--- src/design/kcm_pkg.sv ---
// ----------------------------------------------------------------------------
// kcm_pkg
// Types and constants shared by the clause merge core.
// ----------------------------------------------------------------------------
package kcm_pkg;

  localparam int MAX_SOURCES_DEF = 8;
  localparam int MAX_LITS_DEF    = 32;
  localparam logic [3:0]  CFG_RESET     = 4'd8;
  localparam logic [63:0] NO_CLAUSE_ID  = '1;

  typedef enum logic [1:0] {
    OP_BEGIN  = 2'd0,
    OP_APPEND = 2'd1,
    OP_END    = 2'd2,
    OP_NEXT   = 2'd3
  } op_t;

  typedef enum logic [2:0] {
    S_IDLE,
    S_SCAN,
    S_CMP_ADDR,
    S_CMP_CHK,
    S_OUT_ADDR,
    S_OUT_EMIT
  } state_t;

  typedef struct packed {
    logic load;
    logic scan_init;
    logic next_i;
    logic take_min;
    logic cmp_init;
    logic drop;
    logic flag_mism;
    logic k_inc;
    logic out_init;
    logic emit;
    logic finish;
  } cmd_t;

  typedef struct packed {
    logic scan_end;
    logic elig;
    logic less;
    logic eq;
    logic len_ne;
    logic lit_ne;
    logic k_last;
    logic win_empty;
  } sts_t;

endpackage

--- src/design/kcm_ctrl.sv ---
// ----------------------------------------------------------------------------
// kcm_ctrl
// Sequencer for scan, duplicate compare and result streaming.
// ----------------------------------------------------------------------------
module kcm_ctrl (
  input  logic          clk,
  input  logic          rst,
  input  logic          start,
  input  logic [1:0]    op,
  input  kcm_pkg::sts_t sts,
  output kcm_pkg::cmd_t cmd,
  output logic          busy
);
  import kcm_pkg::*;

  state_t state, state_next;

  always_ff @(posedge clk) begin
    if (rst) begin
      state <= S_IDLE;
    end else begin
      state <= state_next;
    end
  end

  always_comb begin
    state_next = state;
    cmd = '0;
    case (state)
      S_IDLE: begin
        if (start) begin
          if (op == OP_NEXT) begin
            cmd.scan_init = 1'b1;
            state_next = S_SCAN;
          end else begin
            cmd.load = 1'b1;
          end
        end
      end
      S_SCAN: begin
        if (sts.scan_end) begin
          cmd.out_init = 1'b1;
          state_next = S_OUT_ADDR;
        end else if (!sts.elig) begin
          cmd.next_i = 1'b1;
        end else if (sts.less) begin
          cmd.take_min = 1'b1;
          cmd.next_i = 1'b1;
        end else if (sts.eq) begin
          if (!sts.len_ne && !sts.win_empty) begin
            cmd.cmp_init = 1'b1;
            state_next = S_CMP_ADDR;
          end else begin
            cmd.drop = 1'b1;
            cmd.flag_mism = sts.len_ne;
          end
        end else begin
          cmd.next_i = 1'b1;
        end
      end
      S_CMP_ADDR: state_next = S_CMP_CHK;
      S_CMP_CHK: begin
        if (sts.lit_ne || sts.k_last) begin
          cmd.drop = 1'b1;
          cmd.flag_mism = sts.lit_ne;
          state_next = S_SCAN;
        end else begin
          cmd.k_inc = 1'b1;
          state_next = S_CMP_ADDR;
        end
      end
      S_OUT_ADDR: state_next = S_OUT_EMIT;
      S_OUT_EMIT: begin
        cmd.emit = 1'b1;
        if (sts.win_empty || sts.k_last) begin
          cmd.finish = 1'b1;
          state_next = S_IDLE;
        end else begin
          cmd.k_inc = 1'b1;
          state_next = S_OUT_ADDR;
        end
      end
      default: state_next = S_IDLE;
    endcase
  end

  assign busy = (state != S_IDLE);

endmodule

--- config.mk ---
export PLATFORM = sky130hd
export DESIGN_NAME = kcm_ctrl
export DESIGN_NICKNAME = d
export VERILOG_FILES = /design/src/design/kcm_pkg.sv /design/src/design/kcm_ctrl.sv
export SDC_FILE = /design/constraint.sdc
export NUM_CORES = 1
export LEC_CHECK = 0
export ABC_AREA = 1
export BUFFER_PORTS_ARGS = -buffer_cell sky130_fd_sc_hd__buf_2
export CAP_MARGIN = 5
export CORE_AREA = 2 2 39 41
export CTS_CLUSTER_SIZE = 24
export DETAILED_ROUTE_END_ITERATION = 10
export DIE_AREA = 0 0 41 43
export PLACE_DENSITY_LB_ADDON = 0.12
export SLEW_MARGIN = 20
export SYNTH_ARGS = -nofsm -noshare
export SYNTH_HDL_FRONTEND = slang
export SYNTH_SLANG_ARGS = --single-unit
--- constraint.sdc ---
create_clock -name clk -period 1.1 [get_ports clk]
set_clock_uncertainty 0.2 [all_clocks]
set_input_delay 0.11 -clock clk [delete_from_list [all_inputs] [get_ports clk]]
set_output_delay 0.11 -clock clk [all_outputs]
set_load 0.005 [all_outputs]
After elaboration in Yosys (flattened, before gate mapping)
Index checks and enable logic that the tools add are counted.
{"block": "op_classes", "n_reduce_logical": 8, "mux": 34, "n_eq_ne": 12}
{"operator": "2-to-1 mux 3 bit", "count": 11}
{"operator": "case mux 3 bit (6 select lines)", "count": 1}
{"operator": "2-to-1 mux 1 bit", "count": 12}
{"operator": "2-to-1 mux 2 bit", "count": 6}
{"operator": "!= test 3 bit, second input constant", "count": 4}
{"operator": "equality test 3 x 2 -> 1 bit, second input constant", "count": 2}
{"operator": "equality test 3 bit, second input constant", "count": 2}
{"operator": "AND reduction 6 bit", "count": 1}
{"operator": "2-to-1 mux 5 bit", "count": 1}
{"operator": "2-to-1 mux 4 bit", "count": 1}
{"operator": "!= test 2 bit, second input constant", "count": 2}
{"operator": "case mux 2 bit (2 select lines)", "count": 1}
{"operator": "equality test 3 x 1 -> 1 bit, second input constant", "count": 1}
{"operator": "zero test 3 bit", "count": 1}
{"operator": "nonzero test 3 bit", "count": 1}
{"operator": "equality test 2 bit, second input constant", "count": 1}
{"operator": "zero test 1 bit", "count": 2}
{"operator": "logical OR 1 bit", "count": 2}
{"operator": "case mux 1 bit (2 select lines)", "count": 1}
{"operator": "logical AND 1 bit", "count": 1}
{"block": "totals", "output_inout_bits": 12, "word_cells": 55, "input_bits": 13, "regBits": 3}

Depth between registers and ports, before layout
{"block": "logic_depth", "word_depth": 8, "mapped_depth": 7}

Worst setup path before layout
OpenSTA, ideal clock, no wires.
{"block": "synth_path", "path_kind": "register to register", "start": "reg state[2]", "end": "reg state[0]", "arrival_time_ps": 897, "slack_ps": -61, "synth_period_minus_slack_ps": 1161, "stages_incl_launch_ff": 8, "path_cell_list": "dfxtp_1 nor2_1 nand2_1 nor2_1 nand2_1 nand2_1 nor2_1 nor2_1"}
{"block": "synth_via", "elab_chain_len": 3}
{"element": "start: declaration", "line": "kcm_ctrl.sv:16", "source": "state_t state, state_next;"}
{"element": "start signal: assignment", "line": "kcm_ctrl.sv:22", "source": "state <= state_next;"}
{"element": "equality test 3 x 1 -> 1 bit / zero test 3 bit (equally long branches)", "line": "kcm_ctrl.sv:29", "source": "case (state)"}
{"element": "!= test 3 bit (no line) / != test 2 bit (equally long branches)"}
{"element": "AND reduction 6 bit (no line)"}
Parallel ways exist; a longest one is shown, timed or not.
A chain may end at the register's enable or synchronous reset.

==> metrics.md <==
| Metric | Value |
|---|---|
| Min-Delay Path Depth | `5` |
| Critical Path Start Type | `register` |
| Worst R2R Setup Slack | `-300 ps` |
| Most common cell after layout, fill and taps aside | `buf_2` |
| Critical path type | `reg -> out` |
| Post-layout net count | `110` |
| Register area share after synthesis | `20.1%` |
| Total vias in the final route | `477` |
| Routed length per instance | `8.26 um` |
| Via/cell ratio | `4.26` |
| Commonest cells after routing, fill and taps aside | `buf_2 (24), nand2_1 (20), nor2_1 (15), inv_1 (6), buf_4 (5)` |
| Status | `finished with violations` |
| Die W | `41 um` |
| DRC Markers | `0` |
| Die ar. | `0.00176 sq mm` |
| Largest net degree at the start of global routing | `7` |
| Failing checks | `negative setup slack` |
| GR Util All Layers | `12.1%` |
| Rows | `14` |
| Clock sink count | `3` |
| Most flop-heavy register | `state` |
| Clock Tree Buf Depth | `2` |
| DRT antenna net count | `0` |
| Max Slew Vio Count | `0` |
| GPL Wtd Cong | `0.740` |
| Chip height | `43 um` |
| Number of global-route vias before repair | `385` |
| Fmax | `0.697 GHz` |
| CTS root buf | `clkbuf_4` |
| Worst Tran Pin Value | `242 ps` |
| Pre-CTS setup slack | `-179 ps` |
| Unrepaired setup endpoints after global routing | `yes` |
| Setup TNS | `-3850 ps` |
| PwrDens | `836 mW/mm^2` |
| Syn-to-layout area delta | `97.1%` |
| Clock slew at reported path FFs | `30 ps` |
| I/O pin cnt | `25` |
| Final WL | `925 um` |
| First-pass GRT wire length | `1470 um` |
| Maxcap violations | `0` |
| RR Startpoint | `state[2]` |
| Crit path max fanout | `5` |
| Core box area | `0.00138 sq mm` |
| Initial DRC count | `2` |
| Setup crit end kind | `output port` |
| Post-synthesis register bit count | `3` |
| Top Registers | `state x3` |
| Ratio of cells with drive above 1 in the final layout | `47.9%` |
| Final Hold Vio Count | `0` |
| Slew margin rel. | `83.8%` |
| Worst Setup SP | `state[2]` |
| Crit path DAT | `1120 ps` |
| Setup Viol. Count Final | `15` |
| Maximum vdd drop | `599 uV` |
| Lkg Pwr | `0.335 nW` |
| GRT Residual Overflow | `0` |
| # H-tree levels | `1` |
| Dpl hpwl | `765 um` |
| Synth Cell Area | `299 sq um` |
| End of the critical path | `cmd[4]` |
| Starting density of the core | `21.6%` |
| # port buffers | `24` |
| CTS tree | `yes` |
| Final Worst Setup Slack | `-334 ps` |
| Drt first pass iters | `4` |
| WP data required | `790 ps` |
| Synth Area per Inst | `4.90 sq um` |
| Largest register FFs | `3` |
| Syn nets | `74` |
| Final cycle utilization of the critical path | `130%` |
| Reg2reg end | `state[1]` |
| Yosys cell types | `12` |
| R2R depth | `8` |
| Hold Crit Class | `in -> reg` |
| Worst-skew pair later-pin latency | `230 ps` |
| ANT cells | `0` |
| Syn Inst Count | `61` |
| Warnings, synthesis | `0` |
| CTS buffer count | `3` |
| Min Tclk post-route | `1430 ps` |
| Antenna violations before repair | `0` |
-- stage by stage --
stage	std cells	instance area [sq um]	power, mW	utilization (%)	hold WS, ps
after CTS	112	577	0.498	41.7	92.6
after floorplan	61	315	0.208	-	-17.6
final	112	589	0.493	42.6	89.0
after global routing	112	589	0.536	42.6	156
after detailed placement	105	485	0.277	35.1	88.9
after global placement	105	485	0.276	35.1	85.3
-- worst min path at each step --
stage | startpoint | to
after floorplan | rst | state[2]
after global placement | rst | state[2]
after detailed placement | rst | state[2]
after CTS | op[1] | state[0]
after global routing | sts[5] | state[1]
final | op[1] | state[0]
-- final cells by class --
cell class                 count  area, sq um
fill                         176          795
timing repair buffer          31          179
multi-input combinational     51          267
inverter                       7         26.3
sequential                     3         71.3
tap                           16         20.0
clock buffer                   4         26.3
-- report_power, final --
part	leakage (nW)	internal [mW]	total (mW)	switching, mW
clock network	0.0150	0.136	0.193	0.0568
logic	0.293	0.0820	0.167	0.0849
registers	0.0267	0.116	0.133	0.0173
-- repair_timing --
item                                    in CTS  in global routing
setup buffers                                2                  0
hold buffers                                 1                  0
endpoints found under the setup margin      15                 15
hold endpoints to repair                     3                  0
gates resized for setup                     13                  2
pin swaps                                    6                  1
-- Yosys cell counts --
master | n | area, sq um
nor4_1 | 1 | 6.26
nor2_1 | 18 | 67.6
nand3_1 | 4 | 20.0
nand4_1 | 1 | 6.26
a21oi_1 | 1 | 5.00
dfxtp_1 | 3 | 60.1
nand2_1 | 21 | 78.8
nor2_2 | 1 | 6.26
inv_1 | 7 | 26.3
nor3_1 | 2 | 10.0
o21ai_0 | 1 | 5.00
a21boi_1 | 1 | 7.51
-- worst max-delay path: stages (launching register included) --
cell and delay [ps]:
dfxtp_4 360, nor2_4 110, nand2_1 80, nor2_2 110, nand3_1 70, nand2_1 50, buf_2 100
-- per-layer routing --
metal / track usage (%) / part of all wire [%] / up-vias
li1: - / - / 263
met1: 15.0 / 42 / 201
met2: 19.4 / 50 / 11
met3: 1.57 / 5.2 / 2
met4: 6.00 / 2.3 / 0
met5: 0 / 0 / -
-- cell families after synthesis --
family	Yosys count	share of synthesized area (%)
AOI/OAI and AO/OA	3	5.86
DFF	3	20.1
buffers and inverters	7	8.79
and+or+nand+nor	48	65.3
(Power assumes the default switching activity.)
